==> config.mk <==
export PLATFORM = sky130hd
export DESIGN_NAME = hex_framed_link_packet_receiver_unit
export DESIGN_NICKNAME = d
export VERILOG_FILES = /design/src/rtl/hfl_pkg.sv /design/src/rtl/hfl_decode.sv /design/src/rtl/hfl_outq.sv /design/src/rtl/hex_framed_link_packet_receiver_unit.sv
export SDC_FILE = /design/constraint.sdc
export NUM_CORES = 1
export LEC_CHECK = 0
export BUFFER_PORTS_ARGS = -buffer_cell sky130_fd_sc_hd__buf_2
export CAP_MARGIN = 5
export CORE_UTILIZATION = 62
export DETAILED_ROUTE_END_ITERATION = 10
export MAX_ROUTING_LAYER = met4
export PLACE_DENSITY_LB_ADDON = 0.2
export SLEW_MARGIN = 15
export SYNTH_ARGS = -nofsm -noshare
export SYNTH_HDL_FRONTEND = slang
export SYNTH_SLANG_ARGS = --single-unit
==> constraint.sdc <==
create_clock -name clk -period 7.74 [get_ports clk]
set_input_delay 1.161 -clock clk [delete_from_list [all_inputs] [get_ports clk]]
set_output_delay 1.161 -clock clk [all_outputs]
set_load 0.02 [all_outputs]
==> src/rtl/hfl_pkg.sv <==
// shared types, codes and constants for the hex-framed link receiver
package hfl_pkg;

	// receiver phase, one-hot
	typedef enum logic [5:0] {
		PH_IDLE = 6'b000001,
		PH_SEQ  = 6'b000010,
		PH_LEN  = 6'b000100,
		PH_FUNC = 6'b001000,
		PH_PAY  = 6'b010000,
		PH_CSUM = 6'b100000
	} phase_t;

	// frame type codes
	localparam logic [1:0] FT_CMD  = 2'd0;
	localparam logic [1:0] FT_DATA = 2'd1;
	localparam logic [1:0] FT_CAN  = 2'd2;
	localparam logic [1:0] FT_ACK  = 2'd3;

	// type bytes on the wire
	localparam logic [7:0] TB_CMD  = 8'h01;
	localparam logic [7:0] TB_DATA = 8'h02;
	localparam logic [7:0] TB_ACK  = 8'h06;
	localparam logic [7:0] TB_CAN  = 8'h18;

	// result kinds
	localparam logic [1:0] K_FUNC = 2'd0;
	localparam logic [1:0] K_PAY  = 2'd1;
	localparam logic [1:0] K_ACC  = 2'd2;
	localparam logic [1:0] K_REJ  = 2'd3;

	// error codes
	localparam logic [2:0] E_NONE   = 3'd0;
	localparam logic [2:0] E_TYPE   = 3'd1;
	localparam logic [2:0] E_HEX    = 3'd2;
	localparam logic [2:0] E_SEQ    = 3'd3;
	localparam logic [2:0] E_ACK    = 3'd4;
	localparam logic [2:0] E_LEN    = 3'd5;
	localparam logic [2:0] E_CSUM   = 3'd6;

	// header sizes and digit counts
	localparam logic [15:0] HDR_CMD    = 16'd4;
	localparam logic [15:0] HDR_DATA   = 16'd6;
	localparam logic [15:0] CAN_FUNCS  = 16'd4;
	localparam logic [2:0]  LEN_DIG_CMD  = 3'd2;
	localparam logic [2:0]  LEN_DIG_DATA = 3'd4;

	// reset values
	localparam logic [15:0] MAX_PAY_RST = 16'd1024;
	localparam logic [7:0]  RX_SEQ_RST  = 8'hff;

	// one result item
	typedef struct packed {
		logic [1:0]  kind;
		logic [7:0]  value;
		logic [1:0]  packet_type;
		logic [2:0]  error_code;
		logic [7:0]  seq_number;
		logic [15:0] payload_length;
		logic        last;
	} res_t;

	// uppercase hex digit decode: {valid, nibble}
	function automatic logic [4:0] hex_decode(input logic [7:0] c);
		logic [4:0] r;
		r = 5'd0;
		if (c >= 8'h30 && c <= 8'h39) begin
			r = {1'b1, c[3:0]};
		end else if (c >= 8'h41 && c <= 8'h46) begin
			r = {1'b1, c[3:0] + 4'd9};
		end
		return r;
	endfunction

endpackage

==> src/rtl/hfl_decode.sv <==
// frame state and per-byte decode: up to two results per item
module hfl_decode (
	input  logic           clk,
	input  logic           arst_n,
	input  logic           accept,
	input  logic           func,
	input  logic [7:0]     rx_byte,
	input  logic           cfg_we,
	input  logic [15:0]    cfg_data,
	output logic [1:0]     res_cnt,
	output hfl_pkg::res_t  res0,
	output hfl_pkg::res_t  res1
);
	import hfl_pkg::*;

	phase_t      phase_q, ph_d;
	logic [1:0]  ft_q, ft_d;
	logic [3:0]  hn_q, hn_d;
	logic [1:0]  dc_q, dc_d;
	logic [15:0] bl_q, bl_d;
	logic [15:0] fl_q, fl_d;
	logic [7:0]  rs_q, rs_d;
	logic [7:0]  rx_q, rx_d;
	logic [7:0]  tx_q, tx_d;
	logic [7:0]  fs_q, fs_d;
	logic [15:0] maxp_q;

	logic        hex_ok;
	logic [3:0]  hex_n;
	logic [7:0]  seq_full;
	logic [7:0]  rx_inc;
	logic [7:0]  rs_sub;
	logic [15:0] bl_new;
	logic [15:0] bl_dec;
	logic [2:0]  dig_cnt;
	logic [2:0]  dig_need;
	logic [15:0] hdr;
	logic [15:0] pay_len;
	logic        fin;
	logic [2:0]  fin_err;
	logic        fwd;
	logic [1:0]  fwd_kind;
	res_t        r_fwd, r_fin;

	// per-byte helpers
	assign {hex_ok, hex_n} = hex_decode(rx_byte);
	assign seq_full = {hn_q, hex_n};
	assign rs_sub   = rs_q - rx_byte;
	assign bl_new   = {bl_q[11:0], hex_n};
	assign bl_dec   = bl_q - 16'd1;
	assign dig_cnt  = {1'b0, dc_q} + 3'd1;
	assign dig_need = (ft_q == FT_CMD) ? LEN_DIG_CMD : LEN_DIG_DATA;
	assign hdr      = (ft_q == FT_CMD) ? HDR_CMD : HDR_DATA;
	assign pay_len  = bl_new - hdr;

	// next state and result selection
	always_comb begin
		ph_d = phase_q; ft_d = ft_q; hn_d = hn_q; dc_d = dc_q;
		bl_d = bl_q; fl_d = fl_q; rs_d = rs_q; rx_d = rx_q;
		tx_d = tx_q; fs_d = fs_q;
		rx_inc = rx_q + 8'd1;
		fin = 1'b0; fin_err = E_NONE;
		fwd = 1'b0; fwd_kind = K_FUNC;
		if (func) begin
			tx_d = tx_q + 8'd1;
		end else begin
			unique case (phase_q)
				PH_IDLE: begin
					fs_d = '0; fl_d = '0; rs_d = '0;
					dc_d = '0; hn_d = '0; bl_d = '0;
					ph_d = PH_SEQ;
					unique case (rx_byte)
						TB_CMD:  ft_d = FT_CMD;
						TB_DATA: ft_d = FT_DATA;
						TB_CAN:  ft_d = FT_CAN;
						TB_ACK:  ft_d = FT_ACK;
						default: begin
							ft_d = FT_CMD;
							fin = 1'b1; fin_err = E_TYPE;
						end
					endcase
				end
				PH_SEQ: begin
					if (!hex_ok) begin
						fin = 1'b1; fin_err = E_HEX;
					end else if (dc_q == 2'd0) begin
						hn_d = hex_n; dc_d = 2'd1;
					end else begin
						dc_d = 2'd0;
						fs_d = seq_full;
						if (ft_q == FT_ACK) begin
							fin = 1'b1;
							fin_err = (tx_q == seq_full + 8'd1) ? E_NONE : E_ACK;
						end else begin
							// cancel resyncs when the counter wraps to zero
							if (ft_q == FT_CAN && rx_inc == 8'd0) rx_inc = seq_full;
							rx_d = rx_inc;
							if (rx_inc != seq_full) begin
								fin = 1'b1; fin_err = E_SEQ;
							end else if (ft_q == FT_CAN) begin
								ph_d = PH_FUNC; bl_d = CAN_FUNCS;
							end else begin
								ph_d = PH_LEN; bl_d = '0;
							end
						end
					end
				end
				PH_LEN: begin
					if (!hex_ok) begin
						fin = 1'b1; fin_err = E_HEX;
					end else begin
						rs_d = rs_sub;
						bl_d = bl_new;
						if (dig_cnt < dig_need) begin
							dc_d = dig_cnt[1:0];
						end else begin
							dc_d = 2'd0;
							if (bl_new < hdr || pay_len > maxp_q) begin
								fin = 1'b1; fin_err = E_LEN;
							end else begin
								fl_d = pay_len; bl_d = hdr; ph_d = PH_FUNC;
							end
						end
					end
				end
				PH_FUNC: begin
					rs_d = rs_sub;
					fwd = 1'b1; fwd_kind = K_FUNC;
					bl_d = bl_dec;
					if (bl_dec == 16'd0) begin
						if (ft_q == FT_CAN) begin
							fin = 1'b1; fin_err = E_NONE;
						end else if (fl_q == 16'd0) begin
							ph_d = PH_CSUM;
						end else begin
							ph_d = PH_PAY; bl_d = fl_q;
						end
					end
				end
				PH_PAY: begin
					rs_d = rs_sub;
					fwd = 1'b1; fwd_kind = K_PAY;
					bl_d = bl_dec;
					if (bl_dec == 16'd0) ph_d = PH_CSUM;
				end
				PH_CSUM: begin
					if (!hex_ok) begin
						fin = 1'b1; fin_err = E_HEX;
					end else if (dc_q == 2'd0) begin
						hn_d = hex_n; dc_d = 2'd1;
					end else begin
						fin = 1'b1;
						fin_err = (seq_full == rs_q) ? E_NONE : E_CSUM;
					end
				end
				default: begin
					ph_d = PH_IDLE; dc_d = 2'd0;
				end
			endcase
			// any end of frame goes back to idle
			if (fin) begin
				ph_d = PH_IDLE; dc_d = 2'd0;
			end
		end
	end

	// result items carry the frame fields after this byte
	always_comb begin
		r_fwd = '{kind: fwd_kind, value: rx_byte, packet_type: ft_d,
			error_code: E_NONE, seq_number: fs_d, payload_length: fl_d, last: !fin};
		r_fin = '{kind: (fin_err == E_NONE) ? K_ACC : K_REJ, value: 8'd0,
			packet_type: ft_d, error_code: fin_err, seq_number: fs_d,
			payload_length: fl_d, last: 1'b1};
		res0 = fwd ? r_fwd : r_fin;
		res1 = r_fin;
		res_cnt = {1'b0, fwd} + {1'b0, fin};
	end

	// state registers
	always_ff @(posedge clk or negedge arst_n) begin
		if (!arst_n) begin
			phase_q <= PH_IDLE;
			ft_q <= '0; hn_q <= '0; dc_q <= '0;
			bl_q <= '0; fl_q <= '0; rs_q <= '0;
			rx_q <= RX_SEQ_RST; tx_q <= '0; fs_q <= '0;
		end else if (accept) begin
			phase_q <= ph_d;
			ft_q <= ft_d; hn_q <= hn_d; dc_q <= dc_d;
			bl_q <= bl_d; fl_q <= fl_d; rs_q <= rs_d;
			rx_q <= rx_d; tx_q <= tx_d; fs_q <= fs_d;
		end
	end

	// payload limit register
	always_ff @(posedge clk or negedge arst_n) begin
		if (!arst_n) begin
			maxp_q <= MAX_PAY_RST;
		end else if (cfg_we) begin
			maxp_q <= cfg_data;
		end
	end

endmodule

==> src/rtl/hfl_outq.sv <==
// three-entry result queue between decode and the output stream
module hfl_outq (
	input  logic           clk,
	input  logic           arst_n,
	input  logic           push,
	input  logic [1:0]     push_cnt,
	input  hfl_pkg::res_t  push0,
	input  hfl_pkg::res_t  push1,
	output logic           room,
	output logic           out_valid,
	input  logic           out_ready,
	output hfl_pkg::res_t  out_res
);
	import hfl_pkg::*;

	res_t       ent_q [3];
	res_t       ent_d [3];
	logic [1:0] cnt_q, cnt_pop, cnt_d;
	logic       pop;

	// room for the largest burst of one item
	assign room      = (cnt_q <= 2'd1);
	assign out_valid = (cnt_q != 2'd0);
	assign out_res   = ent_q[0];
	assign pop       = out_valid && out_ready;
	assign cnt_pop   = cnt_q - {1'b0, pop};
	assign cnt_d     = cnt_pop + (push ? push_cnt : 2'd0);

	// shift out the head, then append new results
	always_comb begin
		for (int i = 0; i < 3; i++) begin
			ent_d[i] = (pop && i < 2) ? ent_q[(i < 2) ? i + 1 : i] : ent_q[i];
			if (push && push_cnt != 2'd0 && i[1:0] == cnt_pop) ent_d[i] = push0;
			if (push && push_cnt == 2'd2 && i[1:0] == cnt_pop + 2'd1) ent_d[i] = push1;
		end
	end

	// entry storage
	always_ff @(posedge clk) begin
		for (int i = 0; i < 3; i++) begin
			ent_q[i] <= ent_d[i];
		end
	end

	// fill count
	always_ff @(posedge clk or negedge arst_n) begin
		if (!arst_n) begin
			cnt_q <= '0;
		end else begin
			cnt_q <= cnt_d;
		end
	end

endmodule

==> src/rtl/hex_framed_link_packet_receiver_unit.sv <==
// top level of the hex-framed link packet receiver
// results of an accepted item are written into the result queue registers and leave from its head on m_axis
// throughput: one item per cycle while results are taken as they come
// an item may yield two results; s_axis_tready drops while two or more wait
// reset: async active low, idle phase, rx sequence 0xff, payload limit 1024
module hex_framed_link_packet_receiver_unit (
	input  logic        clk,
	input  logic        arst_n,
	input  logic        s_axis_tvalid,
	output logic        s_axis_tready,
	input  logic [7:0]  s_axis_tdata,   // rx_byte
	input  logic        s_axis_tuser,   // func
	output logic        m_axis_tvalid,
	input  logic        m_axis_tready,
	// value[7:0], packet_type[9:8], error_code[12:10], seq_number[20:13],
	// payload_length[36:21], zero fill[39:37]
	output logic [39:0] m_axis_tdata,
	output logic [1:0]  m_axis_tuser,   // kind
	output logic        m_axis_tlast,   // last
	input  logic        cfg_valid,
	output logic        cfg_ready,
	input  logic [15:0] cfg_data        // max_payload
);
	import hfl_pkg::*;

	logic       accept;
	logic [1:0] res_cnt;
	res_t       res0, res1, head;

	assign cfg_ready = 1'b1;
	assign accept    = s_axis_tvalid && s_axis_tready;

	// frame decode and state
	hfl_decode u_decode (
		.clk      (clk),
		.arst_n   (arst_n),
		.accept   (accept),
		.func     (s_axis_tuser),
		.rx_byte  (s_axis_tdata),
		.cfg_we   (cfg_valid),
		.cfg_data (cfg_data),
		.res_cnt  (res_cnt),
		.res0     (res0),
		.res1     (res1)
	);

	// result queue
	hfl_outq u_outq (
		.clk       (clk),
		.arst_n    (arst_n),
		.push      (accept),
		.push_cnt  (res_cnt),
		.push0     (res0),
		.push1     (res1),
		.room      (s_axis_tready),
		.out_valid (m_axis_tvalid),
		.out_ready (m_axis_tready),
		.out_res   (head)
	);

	// output packing
	assign m_axis_tdata = {3'b000, head.payload_length, head.seq_number,
		head.error_code, head.packet_type, head.value};
	assign m_axis_tuser = head.kind;
	assign m_axis_tlast = head.last;

endmodule

Word-level counts from Yosys, hierarchy flattened --
Memory sizes are Yosys's and may differ from the RTL's. Cells that the tools add are included.
Storage, ports and cells: memory bits (writable) 120, memories kept 1, flip-flop bits (word level) 96, output and inout bits 46, bits in latches 0, input bits 30, ROM bits 0
Cells by class: $mul 0, multiplexer cells 105, $lt $le $gt $ge 8, bitwise operators 3, $add $sub $neg 12, equal/unequal tests 41, shift operators 0, divide/modulo/power cells 0, reductions and logical operators 38
Memory list:
- u_outq.ent_q | depth 3, bits a word 40, rd ports 3, clocked after memory_dff 0, write ports 3, line hfl_outq.sv:16 | res_t ent_q [3];
Operators by type and width (number):
- $mux W40 | 9
- $mux W16 | 14
- $mux W8 | 10
- $pmux W16 S5 | 1
- $mux W6 | 12
- $mux W3 | 13
- $pmux W6 S6 | 1
- $logic_not A16 Y1 | 2
- $pmux W16 S2 | 1
- $add A8 B1 Y8 const B | 3
- $mux W2 | 12
- $pmux W8 S3 | 1
- $mux W1 | 20
- $ne A3 B1 Y1 const B | 6
- $ne A3 B3 Y1 const B | 6
- $eq A8 B8 Y1 | 2
- $gt A16 B16 Y1 | 1
- $lt A16 B16 Y1 | 1
- $pmux W8 S2 | 1
- $sub A16 B1 Y16 const B | 1
- $sub A16 B16 Y16 | 1
- $logic_and A1 B1 Y1 | 13
- $reduce_and A13 Y1 | 1
- $mux W4 | 3
- 52 further kinds | 72

Longest topological paths before layout --
Gate-level depths: netlist of run 1.
depth in word-level cells 24, mapped depth 30, mapped depth without buffers 28

Hierarchy --
A second synthesis of run 1 with hierarchy kept.
Second synthesis, totals: cells, all modules 1607, area, all modules 14931.8 µm²
By module, submodules not included:
- hfl_decode | instances 1, cells each 927, area each 7582.3 µm²
- hfl_outq | instances 1, cells each 673, area each 7305.8 µm²
- hex_framed_link_packet_receiver_unit | instances 1, cells each 7, area each 43.8 µm²

Worst setup path after synthesis of run 1 --
Ideal clock, no wire load.
kind input port to flip-flop, start point input port s_axis_tdata[1], end point memory u_outq.ent_q[0][10] (netlist bit) (enable), path buffers 2, slack 495 ps, arrival time 6700 ps, required time 7195 ps, stages 27, cell sequence inv_1 > ha_1 > or3b_1 > and4_4 > a22oi_2 > buf_2 > ha_1 > inv_1 > ha_1 > nor4_1 > nand2_1 > xor2_1 > inv_1 > ha_1 > nand4_1 > a31oi_1 > a211oi_1 > a21oi_1 > a21o_1 > a211o_1 > nor2_1 > or2_2 > ha_1 > nor2_1 > nand2_1 > clkbuf_1 > nand3_1
RTL lines:
- start: declaration | line hex_framed_link_packet_receiver_unit.sv:11 | input logic [7:0] s_axis_tdata,
- end: declaration | line hfl_outq.sv:16

==> flow_summary.json, run 1 <==
{
  "htree_num_levels": 1,
  "grt_setup_unrepaired": "no",
  "grt_pass1_wl_mm": 52.07,
  "final_cells": 1633,
  "cts.repair.resized": 0,
  "post-place-ws_ns": 0.02070,
  "clk_latency_ns": 0.53,
  "drtIter0Drc": 934,
  "grt_max_degree": 57,
  "async_flop_share_pct": 44.44,
  "drive_gt1_share_pct": 13.65,
  "fin_util_pct": 67.60,
  "sequentialPowerShare_pct": 43.9,
  "synthMuxAreaShare_pct": 2.582,
  "clockBufferDepth": 3,
  "min_path_type": "flip-flop to flip-flop",
  "netSwitchingFraction_pct": 32.17,
  "cts.sinks": 216,
  "p_sw_mw": 1.119,
  "placed_area_um2": 12920,
  "arrival_ns": 7.58,
  "netlist_area_um2": 12790,
  "cap_violations": 0,
  "drc": 0,
  "antenna_found_initial": 0,
  "ys_seq_area_share_pct": 44.70,
  "cp-start-kind": "input port",
  "slowest_stage": "a21oi_2",
  "crit_path_max_fanout": 29,
  "nets": 1420,
  "crit_family": "compound AO/OA/AOI/OAI gates",
  "clk_transition_reported_paths_ns": 0.06,
  "synthToLayoutAreaGrowth_pct": 6.935,
  "synth.distinct_cells": 95,
  "io_pins": 76,
  "synth_xor_area_share_pct": 4.314,
  "report.final.slew_viol_count": 0,
  "status": "finished clean",
  "post-place-cells": 1591,
  "num_vias": 10290,
  "clkPwrFrac_pct": 31.4,
  "setup_tns_ns": 0,
  "syn-instance-count": 1359,
  "synth_top_family_by_area": "compound AO/OA/AOI/OAI gates",
  "port_buffers": 71,
  "ir_drop_uv": 196.5,
  "grt_pass1_vias": 9777,
  "hpwlAfterDp_mm": 22.53,
  "hold_viol_final": 0,
  "synth_compound_gate_area_share_pct": 18.81,
  "post_drt_wl_per_cell_um": 19.80,
  "power.density_nw_per_um2": 254.3,
  "maxSlewHeadroom_pct": 29.17,
  "num_rows": 52,
  "globalRouteOverflowTotal": 0,
  "critPathMostFrequentCell": "ha_1",
  "fillers": 1589,
  "p_leak_nw": 5.696,
  "ys.flop_type": "edfxtp_1",
  "yosys_warnings": 0,
  "critical_path.endpoint_type": "flip-flop",
  "initial_core_util_pct": 63.21,
  "n_antenna_cell": 0,
  "die_area_um2": 21210,
  "clock_skew_ns": 0.01005,
  "postCtsHoldBufs": 0,
  "layout_setup_ws_ns": 0.4141,
  "numCtsBuffers": 23,
  "ys_seq_elements": 216,
  "p_int_mw": 2.359,
  "routed_via_density": 6.302,
  "required_ns": 7.99,
  "fp.coreArea_um2": 20230,
  "clock.fmax_mhz": 136.5,
  "min_period_ns": 7.326,
  "cp_num_buf_inv": 4,
  "cts_tree": "built",
  "cp_slowest_stage_delay_ns": 0.47,
  "synth-edff-count": 90,
  "yosys.area_share.simple_pct": 17.50,
  "clock-root-buffer": "clkbuf_16",
  "power_frac_comb_pct": 24.8,
  "die_w_um": 145.6,
  "synth_fa_ha_area_share_pct": 4.363,
  "syn_area_per_cell_um2": 9.412,
  "tightestPinTransition_ns": 1.059,
  "track_usage_pct": 31.61,
  "setup_violations": 0,
  "fin_crit_sh_pct": 94.65,
  "place.gp.congestion": 0.9753,
  "first_pass_iters": 5,
  "routed_wl_mm": 32.33,
  "die_h_um": 145.6,
  "worstSetupPathType": "input port to flip-flop",
  "fin_area_um2": 13680,
  "ant_nets": 0,
  "cts_setup_buffers": 0
}
## Yosys cell counts (6+ instances only)
master     count  area (µm²)
a211oi_1      13       97.59
a21oi_1      104       520.5
a22o_1        20       175.2
a22oi_1       20       150.1
a31oi_1       13       81.33
a32o_1        10       100.1
and2_1         9       56.30
and3_1        11       68.82
buf_2          9       45.04
buf_4         46       345.3
clkbuf_1      59       221.5
dfrtp_1       86        2152
dfstp_2       10       262.8
dfxtp_1       30       600.6
edfxtp_1      90        2703
ha_1          43       538.0
inv_1         72       270.3
mux2_2         6       67.56
mux2i_1       24       240.2
nand2_1      130       488.0
nand2b_1       8       50.05
nand3_1       26       130.1
nand3b_1       7       52.55
nand4_1       17       106.4
nor2_1       128       480.5
nor2b_1       14       87.58
nor3_1        35       175.2
nor3b_1        7       52.55
nor4_1        15       93.84
o21a_1         8       60.06
o21ai_0       71       355.3
o22ai_1        9       56.30
o2bb2ai_2     10       150.1
o32ai_1       10       87.58
or3_1         11       68.82
or4_1          6       45.04
xnor2_1       41       359.1
xor2_1        22       192.7
## layout make-up
cell class                 count  area (µm²)  area share [%]
sequential                   216        5718           41.80
timing repair buffer          86       483.0           3.531
tap                          270       337.8           2.470
multi-input combinational    946        6117           44.72
clock inverter                 5       45.04          0.3293
inverter                      73       274.0           2.003
clock buffer                  37       703.2           5.141
## logic make-up (layout without fill, tap and decap cells)
logic type | after synthesis | count (layout)
flip-flops | 216 | 216
buffers and inverters | 199 | 201
adder cells (fa/ha/maj) | 44 | 44
AND/OR/NAND/NOR | 454 | 454
multiplexers | 31 | 31
AO/OA/AOI/OAI | 350 | 350
other | 2 | 4
XOR/XNOR | 63 | 63
## cells in the final DEF (no fill, tap or decap), types with 22 or more instances in the layout
master / synthesis / final
ha_1: 43 / 43
nor3_1: 35 / 35
inv_1: 72 / 72
clkbuf_16: 0 / 23
nor2_1: 128 / 128
nand3_1: 26 / 26
xnor2_1: 41 / 41
dfxtp_1: 30 / 30
buf_2: 9 / 70
dfrtp_1: 86 / 86
o21ai_0: 71 / 71
mux2i_1: 24 / 24
a21oi_1: 104 / 104
xor2_1: 22 / 22
edfxtp_1: 90 / 90
nand2_1: 130 / 129
## metal layers
layer  up-vias  wire length [µm]  track usage [%]
met5         -                 0                -
met4         0              1209            11.84
met3        90              1784            3.824
met2       378             15530            50.36
met1      5007             13810            41.64
li1       4816                 -                -
## sequential cells by signal, summed over array words and instances (netlist names), 4 cells and up
name	count
u_decode.rs_q	8
u_decode.phase_q	6
u_decode.bl_q	16
u_decode.rx_q	8
u_decode.fs_q	8
u_decode.hn_q	4
u_decode.maxp_q	16
u_decode.fl_q	16
u_outq.ent_q	120
u_decode.tx_q	8
## path summary, 6_finish.rpt
check                                     start  cells past startpoint                    to  slack (ns)
hold / removal             u_outq.ent_q[0][111]                      1  u_outq.ent_q[0][111]        0.47
max in group asynchronous                arst_n                      2      u_decode.fs_q[7]        6.02
hold reg to reg            u_outq.ent_q[0][111]                      1  u_outq.ent_q[0][111]        0.47
min in group asynchronous                arst_n                      1      u_decode.bl_q[9]        0.66
setup reg to reg               u_decode.bl_q[3]                     23  u_outq.ent_q[0][118]        1.58
setup / recovery                s_axis_tdata[0]                     29  u_outq.ent_q[0][118]        0.41
## through the flow
stage / total power, mW / hold slack (ns)
floorplan: 2.227 / 0.4412
global placement: 2.377 / 0.4482
detailed placement: 2.400 / 0.4531
CTS: 3.480 / 0.4673
global route: 3.629 / 0.4791
finish: 3.478 / 0.4655
## power groups by stage
stage	sequential [mW]	clock, mW	combinational (mW)
2_1_floorplan	1.53	0	0.701
3_3_place_gp	1.54	0	0.837
3_5_place_dp	1.55	0	0.854
4_1_cts	1.53	1.10	0.859
5_1_grt	1.54	1.14	0.941
6_report	1.53	1.09	0.862
Power figures use the tool's default switching activity.
==> inputs of run 2 (changes only) <==
CORE_UTILIZATION = 63   (was 62)
SYNTH_HIERARCHICAL = 1   (was default)
==> run 2 against run 1 <==
Compared with the run above:
- clock power rose by 14%
- largest cell class unchanged
- sequential share of layout area decreased by 3.8 points
- critical path type unchanged
- critical path depth shrank 1
- cell count grew 16%
- worst hold slack improved by 0.029 ns
- via count grew 22%
==> flow_summary.json, run 2 <==
{
  "largest_reg_flops": 120,
  "routed_via_density": 6.671,
  "drive_gt1_share_pct": 16.20,
  "yosys_warnings": 6,
  "cts.repair.resized": 0,
  "maxSlewHeadroom_pct": 25.61,
  "critical_path.endpoint_type": "flip-flop",
  "clock_skew_ns": 0.01716,
  "clockBufferDepth": 3,
  "netlist_area_um2": 14930,
  "async_flop_share_pct": 44.44,
  "clock-root-buffer": "clkbuf_16",
  "clock.fmax_mhz": 142.2,
  "ys_seq_elements": 216,
  "cp-start-kind": "input port",
  "synth-edff-count": 120,
  "holdPathEnd": "u_decode/tx_q[7]",
  "r2r_cells": 19,
  "ys.flop_type": "edfxtp_1",
  "r2r-start": "u_decode/bl_q[2]",
  "routed_wl_mm": 38.64,
  "num_rows": 55,
  "globalRouteOverflowTotal": 0,
  "critPathMostFrequentCell": "ha_1",
  "cp_slowest_stage_delay_ns": 0.46,
  "power.density_nw_per_um2": 274.5,
  "port_buffers": 71,
  "arrival_ns": 7.33,
  "p_leak_nw": 6.281,
  "numCtsBuffers": 25,
  "yosys.area.top_type_share_pct": 24.13,
  "hold_viol_final": 0,
  "final_common_cell": "o21ai_0",
  "grt_pass1_vias": 11710,
  "die_h_um": 156.0,
  "final_cell_mix": "o21ai_0, edfxtp_1, nand2_1",
  "io_pins": 76,
  "ys_seq_area_share_pct": 40.31,
  "drtIter0Drc": 1458,
  "clk_latency_ns": 0.55,
  "fp.coreArea_um2": 22920,
  "initial_core_util_pct": 65.16,
  "cts_setup_buffers": 0,
  "top_register": "u_outq/ent_q",
  "hpwlAfterDp_mm": 25.92,
  "n_antenna_cell": 0,
  "hp-start": "u_decode/tx_q[7]",
  "tightestPinTransition_ns": 1.116,
  "track_usage_pct": 33.30,
  "cap_violations": 0,
  "crit_family": "simple AND/OR/NAND/NOR gates",
  "min_period_ns": 7.031,
  "antenna_found_initial": 0,
  "num_vias": 12590,
  "postCtsHoldBufs": 0,
  "post_drt_wl_per_cell_um": 20.48,
  "first_pass_iters": 8,
  "setup_tns_ns": 0,
  "worstReg2RegEnd": "u_outq/ent_q[0][82]",
  "ant_nets": 0,
  "htree_num_levels": 1,
  "slowest_stage": "nor4_4",
  "syn-instance-count": 1607,
  "worstSetupPathType": "input port to flip-flop",
  "power.total_mw": 4.350,
  "grt_pass1_wl_mm": 62.98,
  "setup_violations": 0,
  "fin_crit_sh_pct": 90.84,
  "synth.distinct_cells": 92,
  "regToRegSetupSlack_ns": 1.46,
  "cts.sinks": 216,
  "nets": 1629,
  "grt_max_degree": 85,
  "synth.cells.most_frequent": "o21ai_0, edfxtp_1, nand2_1, a31oi_1, inv_1",
  "yosysMostFrequentCell": "o21ai_0",
  "synthToLayoutAreaGrowth_pct": 6.125,
  "min_path_type": "flip-flop to flip-flop",
  "cp_num_buf_inv": 6,
  "syn_area_per_cell_um2": 9.292,
  "die_area_um2": 24320,
  "die_w_um": 156.0,
  "cts_tree": "built",
  "hold_depth": 1,
  "place.gp.congestion": 0.9632,
  "grt_setup_unrepaired": "no",
  "report.final.slew_viol_count": 0,
  "crit_path_max_fanout": 17,
  "status": "finished clean",
  "required_ns": 8.04,
  "ir_drop_uv": 543.1,
  "drc": 0,
  "clk_transition_reported_paths_ns": 0.06,
  "synth_top_area_cell": "edfxtp_1",
  "synth_area_leaders": "edfxtp_1, dfrtp_1, o21ai_0"
}
run 2: changes by cell type after synthesis, moves of 35 or more:
cell / delta
mux2_4: +40
nor2_1: -46
nor4_1: +40
o21ai_0: +60
buf_4: +39
a21oi_1: -71
nand4_1: +35
or3_1: +39
o31ai_1: +43
a31oi_1: +79
run 2: worst max path at each step:
stage	start	to	slack [ns]	depth (start not counted)
final	s_axis_tdata[0]	u_outq/ent_q[0][82]	0.71	28
after global routing	s_axis_tdata[1]	u_outq/ent_q[0][3]	0.40	28
after CTS	s_axis_tdata[0]	u_outq/ent_q[0][82]	0.82	28
after detailed placement	s_axis_tdata[0]	u_outq/ent_q[0][94]	0.28	28
after global placement	s_axis_tdata[0]	u_outq/ent_q[0][87]	0.66	28
after floorplan	s_axis_tdata[3]	u_outq/ent_q[0][40]	0.46	26
run 2: per-stage QoR:
stage          instance area [µm²]  hold slack, ns  worst slack [ns]  utilization, %  cells
4_1_cts                      15850          0.4971            0.8187           69.15   1887
3_3_place_gp                 14970          0.4890            0.6554           65.31   1841
5_1_grt                      15850          0.5089            0.4002           69.15   1887
6_report                     15850          0.4941            0.7091           69.15   1887
2_1_floorplan                14970          0.4619            0.4550               -   1617
3_5_place_dp                 14970          0.4881            0.2762           65.31   1841
run 2: worst register-to-register path, delay by kind of cell, from the launching register on:
kind / cells / cell delay [ns]
simple gates: 8 / 2.71
compound gates: 6 / 1.18
fa+ha+maj: 2 / 0.73
flops: 1 / 0.57
buf+inv: 1 / 0.40
mux: 1 / 0.34
xor+xnor: 1 / 0.11
run 2: layout make-up:
class                   count  area [µm²]
clock buffers              38       797.0
clock inverters             8       83.83
fillers                  1781        7069
inverters                  96       360.3
multi-input cells        1101        7482
flip-flops and latches    216        6018
well taps                 313       391.6
repair buffers            115       713.2
run 2: power by group:
group	internal [mW]	switching (mW)
clock	0.748	0.495
combinational	0.421	1.15
sequential	1.46	0.0821
total	2.62	1.73
run 2: layer usage:
metal  up-vias  track usage, %  part of all wire (%)
met5         -               -                     0
met3       105           3.944                   8.7
met2       664           50.87                    46
li1       5784               -                     -
met1      6035           46.79                    43
met4         0           9.524                   3.0
run 2: cells by family (layout without fill, tap and decap cells):
group,count (synthesis),in the layout,synth area share [%]
XOR/XNOR,60,60,3.662
multiplexers,56,56,5.296
other,4,14,0.1005
buffers and inverters,300,257,10.27
adder cells (fa/ha/maj),44,44,3.737
AND/OR/NAND/NOR,508,508,18.37
AO/OA/AOI/OAI,419,419,18.26
flip-flops,216,216,40.30
==> inputs of run 3 (changes only) <==
CORE_ASPECT_RATIO = 0.9   (was default)
==> run 3 against run 2 <==
Compared with the run above:
- sequential share of layout area hardly changed
- highest routed layer unchanged
- critical endpoint is now u_outq/ent_q[0][97]
- count of clock-buffer cells in the layout stayed put
- first-iteration DRC count is 25% higher
- routed wire length is 2.1% higher
- clock skew is 0.0037 ns lower
==> flow_summary.json, run 3 (synthesized netlist as in run 2, its figures left out) <==
{
  "status": "finished clean",
  "cap_violations": 0,
  "setup_tns_ns": 0,
  "r2r_cells": 19,
  "worstSetupPathType": "input port to flip-flop",
  "clock_skew_ns": 0.01349,
  "cts_tree": "built",
  "fin_crit_sh_pct": 90.04,
  "post_drt_wl_per_cell_um": 21.05,
  "hold_depth": 1,
  "clock.fmax_mhz": 143.5,
  "clkPwrFrac_pct": 29.8,
  "antenna_found_initial": 0,
  "ant_nets": 0,
  "crit_family": "compound AO/OA/AOI/OAI gates",
  "final_common_cell": "o21ai_0",
  "cp_slowest_stage_delay_ns": 0.46,
  "die_area_um2": 24320,
  "maxSlewHeadroom_pct": 35.89,
  "clockBufferDepth": 3,
  "port_buffers": 71,
  "top_register": "u_outq/ent_q",
  "clk_transition_reported_paths_ns": 0.06,
  "crit_path_max_fanout": 15,
  "io_pins": 76,
  "numCtsBuffers": 25,
  "clk_latency_ns": 0.55,
  "min_path_type": "flip-flop to flip-flop",
  "critical_path.endpoint_type": "flip-flop",
  "arrival_ns": 7.21,
  "cts.repair.resized": 0,
  "cp_num_buf_inv": 5,
  "slowest_stage": "ha_1",
  "first_pass_iters": 6,
  "tightestPinTransition_ns": 0.9616,
  "sequentialPowerShare_pct": 34.7,
  "drc": 0,
  "die_h_um": 148.1,
  "routed_via_density": 6.682,
  "hold_ws_ns": 0.4914,
  "regToRegSetupSlack_ns": 1.58,
  "power_frac_comb_pct": 35.4,
  "drtIter0Drc": 1816,
  "cts_setup_buffers": 0,
  "p_sw_mw": 1.739,
  "grt_pass1_vias": 11590,
  "min_period_ns": 6.969,
  "report.final.slew_viol_count": 0,
  "initial_core_util_pct": 64.15,
  "track_usage_pct": 33.79,
  "grt_setup_unrepaired": "no",
  "postCtsHoldBufs": 0,
  "routed_wl_mm": 39.44,
  "hold_viol_final": 0,
  "drive_gt1_share_pct": 16.09,
  "cp-start-kind": "input port",
  "fillers": 1793,
  "p_int_mw": 2.695,
  "worstReg2RegEnd": "u_outq/ent_q[0][97]",
  "cts.sinks": 216,
  "place.gp.congestion": 0.9306,
  "ir_drop_uv": 568.9,
  "hp-start": "u_decode/tx_q[7]",
  "hpwlAfterDp_mm": 26.09,
  "num_rows": 53,
  "nets": 1627,
  "p_leak_nw": 6.287,
  "grt_pass1_wl_mm": 63.42,
  "netSwitchingFraction_pct": 39.22,
  "setup_violations": 0,
  "globalRouteOverflowTotal": 0,
  "final_cell_mix": "o21ai_0, edfxtp_1, nand2_1",
  "n_antenna_cell": 0,
  "grt_max_degree": 87,
  "num_vias": 12520,
  "power.density_nw_per_um2": 279.5,
  "holdPathEnd": "u_decode/tx_q[7]",
  "largest_reg_flops": 120,
  "clock-root-buffer": "clkbuf_16",
  "fp.coreArea_um2": 23280,
  "die_w_um": 164.3,
  "r2r-start": "u_decode/bl_q[2]",
  "synthToLayoutAreaGrowth_pct": 6.251,
  "required_ns": 7.98,
  "htree_num_levels": 1
}
## run 3: cell count changes in the layout (fill, tap and decap cells not counted), sizes merged
cell,delta
inv,-1
clkinv,-2
bufinv,+2
buf,-2
clkinvlp,+1
## run 3: worst register-to-register path, cell delays in order, from the launching register on
cell and delay (ns):
dfrtp_1 0.54, nor4_1 0.81, nand2_1 0.36, or3_1 0.42
nor2_1 0.12, xor2_1 0.11, ha_1 0.32, nand4_1 0.16
a211oi_1 0.22, o31ai_1 0.10, a21oi_1 0.31, a21oi_1 0.11
o211ai_1 0.25, a21oi_1 0.09, nor2_1 0.19, ha_1 0.46
nor3b_4 0.33, nand2_1 0.13, a21oi_4 0.46, buf_4 0.33
## run 3: layout make-up
type                    count  area [µm²]  area share [%]
clock inverters             8       132.6          0.8360
well taps                 302       377.9           2.382
repair buffers            113       685.7           4.322
multi-input cells        1101        7482           47.16
flip-flops and latches    216        6018           37.93
inverters                  96       360.3           2.271
clock buffers              38       808.3           5.095
## run 3: worst max path at each step
stage / cells after the start / end / slack [ns] / from
2_1_floorplan: 26 / u_outq/ent_q[0][40] / 0.46 / s_axis_tdata[3]
3_3_place_gp: 28 / u_outq/ent_q[0][103] / 0.55 / s_axis_tdata[1]
3_5_place_dp: 27 / u_outq/ent_q[0][103] / 0.29 / s_axis_tdata[0]
4_1_cts: 27 / u_outq/ent_q[0][100] / 0.84 / s_axis_tdata[0]
5_1_grt: 27 / u_outq/ent_q[0][118] / 0.23 / s_axis_tdata[1]
6_report: 27 / u_outq/ent_q[0][97] / 0.77 / s_axis_tdata[0]
## run 3: power by group through the flow
stage / clock network (mW) / logic (mW) / registers (mW)
2_1_floorplan: 0 / 1.26 / 1.53
3_3_place_gp: 0 / 1.50 / 1.55
3_5_place_dp: 0 / 1.52 / 1.56
4_1_cts: 1.33 / 1.53 / 1.54
5_1_grt: 1.38 / 1.70 / 1.56
6_report: 1.32 / 1.57 / 1.54
## run 3: routing by layer
layer	GRT usage, %	share of wire (%)	wire, µm	up-vias
met5	-	0	0	-
met4	8.426	2.2	881	0
met3	4.434	9.8	3853	76
met2	49.92	45	17800	699
met1	49.15	43	16910	5955
li1	-	-	-	5793
## run 3: stage by stage
step | std cells | total power [mW] | util [%] | area, µm² | setup slack (ns)
floorplan | 1617 | 2.794 | - | 14970 | 0.4550
global route | 1874 | 4.641 | 68.16 | 15870 | 0.2267
finish | 1874 | 4.434 | 68.16 | 15870 | 0.7706
CTS | 1874 | 4.405 | 68.16 | 15870 | 0.8395
detailed placement | 1828 | 3.083 | 64.12 | 14920 | 0.2873
global placement | 1828 | 3.050 | 64.12 | 14920 | 0.5508
